### src/rtl/ashm_pkg.sv
// Shared types and constants for the converter scan and hysteresis monitor.
// No dependencies; imported by ashm_core and adc_scan_hysteresis_monitor.
`timescale 1ns / 1ps
`default_nettype none

package ashm_pkg;

    // round geometry
    localparam int NUM_SLOTS      = 12;
    localparam int SNAPSHOT_SLOTS = 7;
    localparam int NUM_BALANCE    = 4;

    localparam int SLOT_IDX_W = $clog2(NUM_SLOTS);
    localparam int SNAP_IDX_W = (SNAPSHOT_SLOTS > 1) ? $clog2(SNAPSHOT_SLOTS) : 1;
    localparam logic [SLOT_IDX_W-1:0] LAST_SLOT = SLOT_IDX_W'(NUM_SLOTS - 1);

    // field widths fixed by the interface
    localparam int SAMPLE_W    = 16;
    localparam int FUNC_W      = 2;
    localparam int READ_IDX_W  = 3;
    localparam int NEXT_SLOT_W = 4;
    localparam int FLAGS_W     = 4;

    // configuration port
    localparam int CFG_IDX_W  = 4;
    localparam int CFG_DATA_W = 16;

    localparam logic [CFG_IDX_W-1:0] REG_BALANCE_LOW    = CFG_IDX_W'(0);
    localparam logic [CFG_IDX_W-1:0] REG_BALANCE_HIGH   = CFG_IDX_W'(1);
    localparam logic [CFG_IDX_W-1:0] REG_CV_SET_BELOW   = CFG_IDX_W'(2);
    localparam logic [CFG_IDX_W-1:0] REG_CV_CLEAR_ABOVE = CFG_IDX_W'(3);

    localparam logic [SAMPLE_W-1:0] BALANCE_LOW_RST    = 16'd43690;
    localparam logic [SAMPLE_W-1:0] BALANCE_HIGH_RST   = 16'd48684;
    localparam logic [SAMPLE_W-1:0] CV_SET_BELOW_RST   = 16'd40000;
    localparam logic [SAMPLE_W-1:0] CV_CLEAR_ABOVE_RST = 16'd64000;

    // request function codes
    typedef enum logic [FUNC_W-1:0] {
        FUNC_CONV = 2'd0,
        FUNC_ACK  = 2'd1,
        FUNC_READ = 2'd2,
        FUNC_NOP  = 2'd3
    } ashm_func_t;

    typedef struct packed {
        logic [FUNC_W-1:0]     func;
        logic [SAMPLE_W-1:0]   sample;
        logic [READ_IDX_W-1:0] read_index;
    } ashm_in_t;

    typedef struct packed {
        logic [NEXT_SLOT_W-1:0] next_slot;
        logic                   ready_res;
        logic [FLAGS_W-1:0]     balance_flags;
        logic                   cv_mode;
        logic [SAMPLE_W-1:0]    read_value;
    } ashm_out_t;

    typedef struct packed {
        logic [SAMPLE_W-1:0] balance_low;
        logic [SAMPLE_W-1:0] balance_high;
        logic [SAMPLE_W-1:0] cv_set_below;
        logic [SAMPLE_W-1:0] cv_clear_above;
    } ashm_thresh_t;

endpackage

`default_nettype wire

### src/rtl/ashm_core.sv
// Scan state, round store, snapshot and hysteresis flags; one request per fire.
// Depends on ashm_pkg; the result is combinational, registered by the top level.
`timescale 1ns / 1ps
`default_nettype none

module ashm_core
    import ashm_pkg::*;
(
    input  wire logic         aclk,
    input  wire logic         aresetn,
    input  wire logic         fire,
    input  wire ashm_in_t     item,
    input  wire ashm_thresh_t thresh,
    output ashm_out_t         result
);

    logic [SLOT_IDX_W-1:0]  slot_index_reg, slot_index_next;
    logic                   started_reg, started_next;
    logic                   ready_reg, ready_next;
    logic [NUM_BALANCE-1:0] balance_reg, balance_next;
    logic                   cv_reg, cv_next;

    logic [SAMPLE_W-1:0] store_reg [NUM_SLOTS];
    logic [SAMPLE_W-1:0] snap_reg  [SNAPSHOT_SLOTS];
    logic [SAMPLE_W-1:0] view      [NUM_SLOTS];
    logic [SAMPLE_W-1:0] snap_fill [SNAPSHOT_SLOTS];

    logic is_conv, is_ack, is_read;
    logic store_we, round_end, finish;
    logic [SAMPLE_W-1:0] read_data;

    assign is_conv = (item.func == FUNC_CONV);
    assign is_ack  = (item.func == FUNC_ACK);
    assign is_read = (item.func == FUNC_READ);

    assign store_we  = fire && is_conv && started_reg;
    assign round_end = store_we && (slot_index_reg == LAST_SLOT);
    assign finish    = round_end && !ready_reg;

    // round contents as seen after this sample lands in the last slot
    for (genvar g = 0; g < NUM_SLOTS; g++) begin : g_view
        assign view[g] = (g == NUM_SLOTS - 1) ? item.sample : store_reg[g];
    end

    // snapshot fill values, zero for slots past the round
    for (genvar g = 0; g < SNAPSHOT_SLOTS; g++) begin : g_fill
        if (g < NUM_SLOTS) begin : g_in
            assign snap_fill[g] = view[g];
        end else begin : g_out
            assign snap_fill[g] = '0;
        end
    end

    // balancer flags, clear test first
    for (genvar g = 0; g < NUM_BALANCE; g++) begin : g_bal
        if (SNAPSHOT_SLOTS + g < NUM_SLOTS) begin : g_in
            always_comb begin
                balance_next[g] = balance_reg[g];
                if (finish) begin
                    if (view[SNAPSHOT_SLOTS + g] < thresh.balance_low) begin
                        balance_next[g] = 1'b0;
                    end else if (view[SNAPSHOT_SLOTS + g] > thresh.balance_high) begin
                        balance_next[g] = 1'b1;
                    end
                end
            end
        end else begin : g_out
            assign balance_next[g] = balance_reg[g];
        end
    end

    // scan control, ready and constant-voltage flag
    always_comb begin
        slot_index_next = slot_index_reg;
        started_next    = started_reg;
        ready_next      = ready_reg;
        cv_next         = cv_reg;
        if (fire) begin
            priority if (is_conv && !started_reg) begin
                started_next    = 1'b1;
                slot_index_next = '0;
            end else if (round_end) begin
                slot_index_next = '0;
            end else if (store_we) begin
                slot_index_next = slot_index_reg + 1'b1;
            end else if (is_ack) begin
                ready_next = 1'b0;
            end
        end
        if (finish) begin
            ready_next = 1'b1;
            if (item.sample < thresh.cv_set_below) begin
                cv_next = 1'b1;
            end else if (item.sample > thresh.cv_clear_above) begin
                cv_next = 1'b0;
            end
        end
    end

    // snapshot read port
    always_comb begin
        read_data = '0;
        if (is_read && (32'(item.read_index) < SNAPSHOT_SLOTS)) begin
            read_data = snap_reg[SNAP_IDX_W'(item.read_index)];
        end
    end

    assign result.next_slot     = NEXT_SLOT_W'(slot_index_next);
    assign result.ready_res     = ready_next;
    assign result.balance_flags = FLAGS_W'(balance_next);
    assign result.cv_mode       = cv_next;
    assign result.read_value    = read_data;

    // control state
    always_ff @(posedge aclk) begin
        if (!aresetn) begin
            slot_index_reg <= '0;
            started_reg    <= 1'b0;
            ready_reg      <= 1'b0;
            balance_reg    <= '0;
            cv_reg         <= 1'b0;
        end else begin
            slot_index_reg <= slot_index_next;
            started_reg    <= started_next;
            ready_reg      <= ready_next;
            balance_reg    <= balance_next;
            cv_reg         <= cv_next;
        end
    end

    // round store, one slot per conversion once the scan has started
    always_ff @(posedge aclk) begin
        if (store_we) begin
            store_reg[slot_index_reg] <= item.sample;
        end
    end

    // snapshot copy at round end while ready is clear
    always_ff @(posedge aclk) begin
        if (finish) begin
            for (int i = 0; i < SNAPSHOT_SLOTS; i++) begin
                snap_reg[i] <= snap_fill[i];
            end
        end
    end

endmodule

`default_nettype wire

### src/rtl/adc_scan_hysteresis_monitor.sv
// A request moves from the input register through ashm_core into the result register,
// which drives m_valid. Throughput: one request per cycle unless m_ready stalls; the input
// register, the single ashm_core pass and the result register all advance together.
// Reset: synchronous active-low aresetn clears the scan state, flags and both
// pipeline valids and restores the threshold registers; stores stay unknown.
// Top level: handshake pipeline and threshold registers; depends on ashm_pkg, ashm_core.
`timescale 1ns / 1ps
`default_nettype none

module adc_scan_hysteresis_monitor
    import ashm_pkg::*;
(
    input  wire logic                  aclk,
    input  wire logic                  aresetn,
    input  wire logic                  s_valid,
    output logic                       s_ready,
    input  wire ashm_in_t              s_data,
    output logic                       m_valid,
    input  wire logic                  m_ready,
    output ashm_out_t                  m_data,
    input  wire logic                  cfg_valid,
    output logic                       cfg_ready,
    input  wire logic [CFG_IDX_W-1:0]  cfg_index,
    input  wire logic [CFG_DATA_W-1:0] cfg_data
);

    logic         in_valid_reg, in_valid_next;
    ashm_in_t     in_data_reg;
    logic         out_valid_reg, out_valid_next;
    ashm_out_t    out_data_reg;
    ashm_thresh_t thresh_reg, thresh_next;
    ashm_out_t    core_result;
    logic         advance, s_fire;

    // pipeline flow
    assign advance = in_valid_reg && (!out_valid_reg || m_ready);
    assign s_ready = !in_valid_reg || advance;
    assign s_fire  = s_valid && s_ready;

    assign in_valid_next  = s_fire || (in_valid_reg && !advance);
    assign out_valid_next = advance || (out_valid_reg && !m_ready);

    assign m_valid   = out_valid_reg;
    assign m_data    = out_data_reg;
    assign cfg_ready = 1'b1;

    // threshold register writes
    always_comb begin
        thresh_next = thresh_reg;
        if (cfg_valid) begin
            unique case (cfg_index)
                REG_BALANCE_LOW:    thresh_next.balance_low    = cfg_data;
                REG_BALANCE_HIGH:   thresh_next.balance_high   = cfg_data;
                REG_CV_SET_BELOW:   thresh_next.cv_set_below   = cfg_data;
                REG_CV_CLEAR_ABOVE: thresh_next.cv_clear_above = cfg_data;
                default:            thresh_next = thresh_reg;
            endcase
        end
    end

    ashm_core u_core (
        .aclk    (aclk),
        .aresetn (aresetn),
        .fire    (advance),
        .item    (in_data_reg),
        .thresh  (thresh_reg),
        .result  (core_result)
    );

    // control registers
    always_ff @(posedge aclk) begin
        if (!aresetn) begin
            in_valid_reg              <= 1'b0;
            out_valid_reg             <= 1'b0;
            thresh_reg.balance_low    <= BALANCE_LOW_RST;
            thresh_reg.balance_high   <= BALANCE_HIGH_RST;
            thresh_reg.cv_set_below   <= CV_SET_BELOW_RST;
            thresh_reg.cv_clear_above <= CV_CLEAR_ABOVE_RST;
        end else begin
            in_valid_reg  <= in_valid_next;
            out_valid_reg <= out_valid_next;
            thresh_reg    <= thresh_next;
        end
    end

    // payload registers
    always_ff @(posedge aclk) begin
        if (s_fire) begin
            in_data_reg <= s_data;
        end
        if (advance) begin
            out_data_reg <= core_result;
        end
    end

`ifndef SYNTH
    // a new request only enters while the held one moves on
    assert property (@(posedge aclk) disable iff (!aresetn)
        (s_fire && in_valid_reg) |-> advance)
        else $error("input register overwritten while held");

    // an acknowledge always reports ready clear
    assert property (@(posedge aclk) disable iff (!aresetn)
        (advance && (in_data_reg.func == FUNC_ACK)) |=> !out_data_reg.ready_res)
        else $error("ready still set after acknowledge");

    // reported slot stays within the round
    assert property (@(posedge aclk) disable iff (!aresetn)
        out_valid_reg |-> (32'(out_data_reg.next_slot) < NUM_SLOTS))
        else $error("next slot outside the round");

    // only a read request returns snapshot data
    assert property (@(posedge aclk) disable iff (!aresetn)
        (advance && (in_data_reg.func != FUNC_READ)) |=> (out_data_reg.read_value == '0))
        else $error("read value on a non-read request");
`endif

endmodule

`default_nettype wire
### config.mk
export PLATFORM = sky130hd
export DESIGN_NAME = adc_scan_hysteresis_monitor
export DESIGN_NICKNAME = d
export VERILOG_FILES = /design/src/rtl/ashm_pkg.sv /design/src/rtl/ashm_core.sv /design/src/rtl/adc_scan_hysteresis_monitor.sv
export SDC_FILE = /design/constraint.sdc
export NUM_CORES = 1
export LEC_CHECK = 0
export BUFFER_PORTS_ARGS = -buffer_cell sky130_fd_sc_hd__buf_2
export CORE_ASPECT_RATIO = 2
export CORE_MARGIN = 2
export CORE_UTILIZATION = 40
export CTS_BUF_LIST = sky130_fd_sc_hd__clkbuf_16
export DETAILED_ROUTE_END_ITERATION = 6
export SYNTH_ARGS = -nofsm -noshare
export SYNTH_HDL_FRONTEND = slang
export SYNTH_HIERARCHICAL = 1
export SYNTH_SLANG_ARGS = --single-unit
### constraint.sdc
create_clock -name aclk -period 5.56 [get_ports aclk]
set_clock_uncertainty 0.05 [all_clocks]
set_input_delay 0.556 -clock aclk [delete_from_list [all_inputs] [get_ports aclk]]
set_output_delay 0.556 -clock aclk [all_outputs]
set_load 0.02 [all_outputs]
## After elaboration in Yosys (flattened, before gate mapping)

Memory sizes are Yosys's and may differ from the RTL's. A register that Yosys moved wholly into a read port is not among the register bits.
Index checks and enable logic that the tools add are counted.

- Flip-flop bits (word level): 108
- Bits in writable memories: 304
- Bits of input ports: 46
- Word-level logic and storage cells: 95
- Memories kept: 2

Memory list:

| memory | words | width | rd ports | clocked after Yosys merged registers in | write ports | RTL line | RTL |
|---|---|---|---|---|---|---|---|
| u_core.store_reg | 12 | 16 | 11 | 0 | 1 | ashm_core.sv:23 | `logic [SAMPLE_W-1:0] store_reg [NUM_SLOTS];` |
| u_core.snap_reg | 7 | 16 | 1 | 1 | 7 | ashm_core.sv:24 | `logic [SAMPLE_W-1:0] snap_reg [SNAPSHOT_SLOTS];` |

- Add/sub/neg operators: 1
- Order comparisons: 11
- Eq/ne operators: 6
- Multiplexer cells: 29
- Reduce and logical (&&, ||, !) cells: 28

Operators with widths:

| cell | number |
|---|---|
| 16-bit greater-than comparator | 5 |
| 16-bit less-than comparator | 5 |
| 1-bit 2-to-1 mux | 25 |
| 4-bit 2-to-1 mux | 4 |
| 1-bit logical AND | 10 |
| 2-bit AND reduction | 5 |
| 4-bit by 2-bit equality test with 1-bit output (second input constant) | 2 |
| 1-bit logical NOT | 7 |
| 4-bit by 1-bit adder with 4-bit output (second input constant) | 1 |
| 4-bit by 1-bit equality test with 1-bit output (second input constant) | 1 |
| 4-bit equality test (second input constant) | 1 |
| 4-bit logical NOT | 1 |
| 1-bit logical OR | 4 |
| 3-bit less-than comparator (second input constant) | 1 |
| 2-bit by 1-bit equality test with 1-bit output (second input constant) | 1 |
| 2-bit equality test (second input constant) | 1 |
| 2-bit logical NOT | 1 |

## Longest topological paths before layout

- Word-level depth: 10
- Gate-level depth with buffers: 8
- Mapped depth without buffers: 8

## Hierarchy

Netlist, hierarchy kept.

By module, submodules not included:

| module | times used | cells each | area an instance (um2) |
|---|---|---|---|
| ashm_core | 1 | 933 | 13848.3 |
| adc_scan_hysteresis_monitor | 1 | 314 | 4067.7 |

## Worst setup path after synthesis

No wires, ideal clock.

- Path kind: input port to flip-flop
- From: input port m_ready
- To: register out_data_reg (netlist bit m_data[17]), data pin
- Setup time: 0.138 ns
- Arrival time: 5.271 ns
- Data required time: 5.372 ns
- Path slack: 0.100 ns
- Cell stages on the path: 8
- Path through: nor2b_1 > nor2b_1 > nor2b_1 > nand4_2 > inv_1 > a21oi_1 > a31o_2 > nor2_1

RTL lines:

| item | RTL line | RTL |
|---|---|---|
| start, declared | adc_scan_hysteresis_monitor.sv:19 | `input wire logic m_ready,` |
| end signal, assigned | adc_scan_hysteresis_monitor.sv:92 | `out_data_reg <= core_result;` |
| end, declared | adc_scan_hysteresis_monitor.sv:30 | `ashm_out_t out_data_reg;` |

## Worst setup path in the final report

- From: register out_valid_reg, in the netlist m_valid
- To: memory u_core.store_reg[6][1] (enable)

- Cells in the longest elaborated chain, start to end: 7

Ends and longest elaborated chain:

| item | RTL line | RTL |
|---|---|---|
| start, declared | adc_scan_hysteresis_monitor.sv:29 | `logic out_valid_reg, out_valid_next;` |
| start signal, assigned | adc_scan_hysteresis_monitor.sv:81 | `out_valid_reg <= out_valid_next;` |
| 1-bit logical NOT | adc_scan_hysteresis_monitor.sv:36 | `assign advance = in_valid_reg && (!out_valid_reg \|\| m_ready);` |
| 1-bit logical OR | adc_scan_hysteresis_monitor.sv:36 |  |
| 1-bit logical AND | adc_scan_hysteresis_monitor.sv:36 |  |
| named net advance | adc_scan_hysteresis_monitor.sv:33 | `logic advance, s_fire;` |
| 1-bit logical AND (2 in series) | ashm_core.sv:36 | `assign store_we = fire && is_conv && started_reg;` |
| 1-bit 2-to-1 mux | ashm_core.sv:133 | `if (store_we) begin` |
| 1-bit 2-to-1 mux (implied by the code) | ashm_core.sv:134 | `store_reg[slot_index_reg] <= item.sample;` |
| end, declared | ashm_core.sv:23 |  |

The timed path passes the listed nets, and every way through them passes these cells.

==> flow_results.org <==
** STA
- Number of failing hold endpoints at the final stage :: 0
- Min Hold Slack :: 138.4 ps
- Timing would allow up to between 0.3 and 0.4 GHz.
- The worst path in the final design needs a cycle of 3003 ps, including I/O delays and setup.
- Setup repair after global routing left no endpoint under its margin.
- Worst Max-Slew Pin Slew :: between 1000 and 1500 ps
- Final slew viol count :: 0
- Setup slack on the critical path of the routed design comes to between 2000 and 3000 ps.
- Ratio of final minimum period to clock period :: 0.5401
- Max_slew headroom :: 0.2957
- Final setup TNS :: 0 ps
- Final count of negative-setup-slack endpoints :: 0

** Synth
- Area share of xor/xnor cells in the synthesized design :: 0
- During synthesis, Yosys emitted a total of 6 warnings.
- After synthesis, the largest family of logic cells by area is adder cells.
- Of the synthesized area, sequential elements account for 0.6475.
- Among all flip-flop cells after synthesis, the most frequent one is edfxtp_1.
- Number of nets in the synthesized netlist :: around 1,500
- Of the total synthesized cell area, the portion taken by AND, OR, NAND and NOR gates is 0.08353.
- After synthesis, the share of cell area in mux cells is 0.06655.
- Summing every instance area after synthesis gives 17,920 sq um.
- The synthesized netlist contains 60 unique library cells.
- Of the total synthesized cell area, the portion taken by full adders, half adders and majority gates is 0.1110.
- In this run, synthesis produced a sequential element count of 412.
- For this run, asynchronously set or reset flops after synthesis account for 0.
- In this run the mean area of a mapped cell was 14.37 sq um.
- The synthesized-area fraction occupied by ao, oa, aoi and oai cells is 0.06313.
- In this run, synthesis inferred 335 flip-flops with an integrated enable.
- Post-Syn Instances :: 1,247

** Clock network
- The cell sitting at the root of the clock tree is a clkbuf_16.
- Post-CTS Hold Fix Bufs :: 0
- Insertion delay of the later-clocked pin in the worst-skew pair :: between 500 and 600 ps
- TritonCTS built the clock tree.
- Counting along the longest clock path gives a buffer depth of 3.
- Clock-pin slew on the worst setup and hold paths :: around 70 ps
- After clock tree synthesis, the setup repair step added 0 buffers.
- The clock tree synthesis step divided the H-tree into 2 levels.
- Gates resized, CTS repair :: 0
- TritonCTS sink count :: 412
- Total clock buffers created by CTS :: 37

** Placement
- Weighted congestion at the end of routability-driven global placement :: 0.9280
- Detailed placement finished with a half-perimeter wire length of 31,250 um.
- Number of buffer cells added on primary ports :: 73
- At the placement stage, the worst setup path has a slack of 2254 ps.
- DP Area :: 18,920 sq um

** Routing
- Detailed router's first-iteration violation count :: ~630
- Number of vias in the routed layout :: 10,210
- Using the TritonRoute via totals, the vias-per-cell ratio works out to ~5.3.
- Post-route ant nets :: 0
- Drt total wl :: 42,650 um
- Drt wl/cell :: 22.24 um
- First-pass iteration count of the detailed router :: 5
- Drc violations :: 0

** Power
- Post-route total power :: 6.081 mW
- In this run the power density over the cells is 303.2 nW/um^2.
- Static leakage :: between 7 and 8 nW
- Peak ir drop on the vdd network :: 0.2193 mV

** Global route
- Global-route wire length before repair :: 63,780 um
- Global-route usage over all layers :: 0.1847
- The initial antenna violation count is 0.
- Largest net degree at the start of global routing :: 70
- The number of global-route vias before repair is 10,920.
- Grt ovf :: 0

** Layout
- In the final layout, the share of cells above drive strength 1 is 0.1284.
- Antenna cells :: 0
- Final Net Count :: 1,545
- The register with the most flip-flops in the layout has 176 of them.
- After filler insertion, the fill cell instance count of the layout stands at 3,962.
- Area growth from synthesis to layout :: 11.95%
- Layout Cell Area excl Fill :: 20,060 sq um

** Critical path
- The critical path starts at m_valid$_SDFF_PN0_.
- Crit. End Element :: flip-flop
- For the worst setup path, the data required time is 5670 ps.
- In this run the critical register-to-register path is captured at u_core/store_reg[6][1]$_DFFE_PP_.
- The critical path is of the flip-flop to flip-flop type.
- STA puts the critical path data arrival time at between 3000 and 4000 ps.
- Worst R2R Path Depth :: 6
- Worst Setup EP :: u_core/store_reg[6][1]$_DFFE_PP_
- R2r setup slk :: approximately 2600 ps
- Startpoint of the lowest-slack register-to-register path :: m_valid$_SDFF_PN0_
- Critical Path Start Type :: flip-flop
- Peak fanout along the critical path :: 16

** Flow run
- Number of max-capacitance violations reported :: 0

** Die
- Initial standard-cell utilization of the core :: 0.4055
- Number of rows created at floorplan :: 109
- Core outline area :: approximately 44,000 sq um
- Chip Width :: 153.7 um
- Number of top-level pins :: 75
- Height of the chip :: just over 300 um
- Floorplan die area :: between 40,000 and 50,000 sq um

** Min path
- The worst hold path belongs to the class input pin to flip-flop.

** Run status
- The run finished with clean final reports.
-- layout by cell type, fill, tap and decap left out, types with 25 or more instances in the layout --
| cell | count |
|---|---|
| ha_1 | 159 |
| nor2b_1 | 31 |
| clkbuf_16 | 37 |
| o21ai_0 | 41 |
| nor2_1 | 37 |
| dfxtp_1 | 77 |
| inv_1 | 86 |
| nand2_1 | 91 |
| nand4_1 | 25 |
| edfxtp_1 | 335 |
| mux2i_1 | 82 |
| a21oi_1 | 69 |
| buf_2 | 73 |
-- Yosys cell counts (2+ instances only) --
cell type / instances / area (sq um)
a2111oi_0: 4 / 35.03
a211o_1: 4 / 35.03
a211oi_1: 11 / 82.58
a21o_1: 10 / 75.07
a21oi_1: 69 / 345.3
a22o_1: 2 / 17.52
a22oi_1: 2 / 15.01
a2bb2oi_1: 3 / 26.28
a31o_2: 3 / 26.28
a31oi_1: 2 / 12.51
and2_1: 18 / 112.6
and4_1: 2 / 17.52
buf_1: 2 / 7.510
buf_2: 14 / 70.07
buf_4: 5 / 37.54
buf_6: 5 / 56.30
clkbuf_1: 9 / 33.78
dfxtp_1: 77 / 1541
edfxtp_1: 335 / 10060
ha_1: 159 / 1989
inv_1: 79 / 296.5
mux2i_1: 82 / 820.8
mux4_2: 16 / 360.4
nand2_1: 91 / 341.6
nand2b_1: 10 / 62.56
nand3_1: 18 / 90.09
nand3b_1: 4 / 30.03
nand4_1: 25 / 156.4
nor2_1: 37 / 138.9
nor2b_1: 32 / 200.2
nor3_1: 14 / 70.07
nor3b_1: 7 / 52.55
nor4_1: 7 / 43.79
o2111ai_1: 4 / 35.03
o211ai_1: 13 / 97.59
o21a_1: 5 / 37.54
o21ai_0: 41 / 205.2
or4_1: 4 / 30.03
-- layer usage --
metal  wire length, um  global-route usage  vias to the layer above
met5                 0                   0                        -
met2             24740              0.3790                      188
met4              2711              0.1101                        0
li1                  -                   -                     4869
met3              1071             0.02136                      105
met1             14130              0.1688                     5044
-- cell families (layout without fill, tap and decap cells) --
kind of cell / count (synthesis) / in the layout
compound gates: 180 / 180
fa+ha+maj: 159 / 159
buf+inv: 114 / 230
flops: 412 / 412
mux: 99 / 99
other cells: 1 / 1
simple gates: 282 / 282
-- how the worst min path moves through the flow --
| stage | slack, ps | cells after the start | end | startpoint |
|---|---|---|---|---|
| floorplan | 350 | 0 | u_core/snap_reg[0][0]$_DFFE_PP_ | u_core/store_reg[0][0]$_DFFE_PP_ |
| global placement | 350 | 0 | u_core/snap_reg[4][15]$_DFFE_PP_ | u_core/store_reg[4][15]$_DFFE_PP_ |
| detailed placement | 350 | 0 | u_core/snap_reg[1][5]$_DFFE_PP_ | u_core/store_reg[1][5]$_DFFE_PP_ |
| CTS | 120 | 1 | in_data_reg[16]$_DFFE_PP_ | s_data[16] |
| global route | 130 | 1 | in_data_reg[2]$_DFFE_PP_ | s_data[2] |
| finish | 140 | 1 | in_data_reg[20]$_DFFE_PP_ | s_data[20] |
-- cell type report --
type | instances | area [sq um] | area share
tap | 555 | 694.4 | 0.03462
clock buffer | 37 | 925.9 | 0.04616
timing repair buffer | 89 | 498.0 | 0.02483
clock inverter | 25 | 211.5 | 0.01054
inverter | 79 | 299.0 | 0.01491
multi-input combinational | 721 | 5827 | 0.2905
sequential | 412 | 11600 | 0.5784
-- metrics by stage --
step / util / instances
after global routing: 0.4539 / 1918
after detailed placement: 0.4282 / 1856
final: 0.4539 / 1918
after floorplan: - / 1247
after CTS: 0.4539 / 1918
after global placement: 0.4282 / 1856
-- power by group --
part	leakage [nW]	switching [mW]	internal (mW)
combinational	3.48	0.152	0.0880
sequential	3.66	0.0338	3.34
clock	0.590	1.10	1.36
total	7.73	1.29	4.79
-- critical path: stages (launching register included) --
cell and delay, ps:
dfxtp_1 300, nor2b_1 180, nor2b_4 340, nor3b_1 310
nand2_1 220, nor3b_1 400, and2_1 810
(Power assumes the default switching activity.)
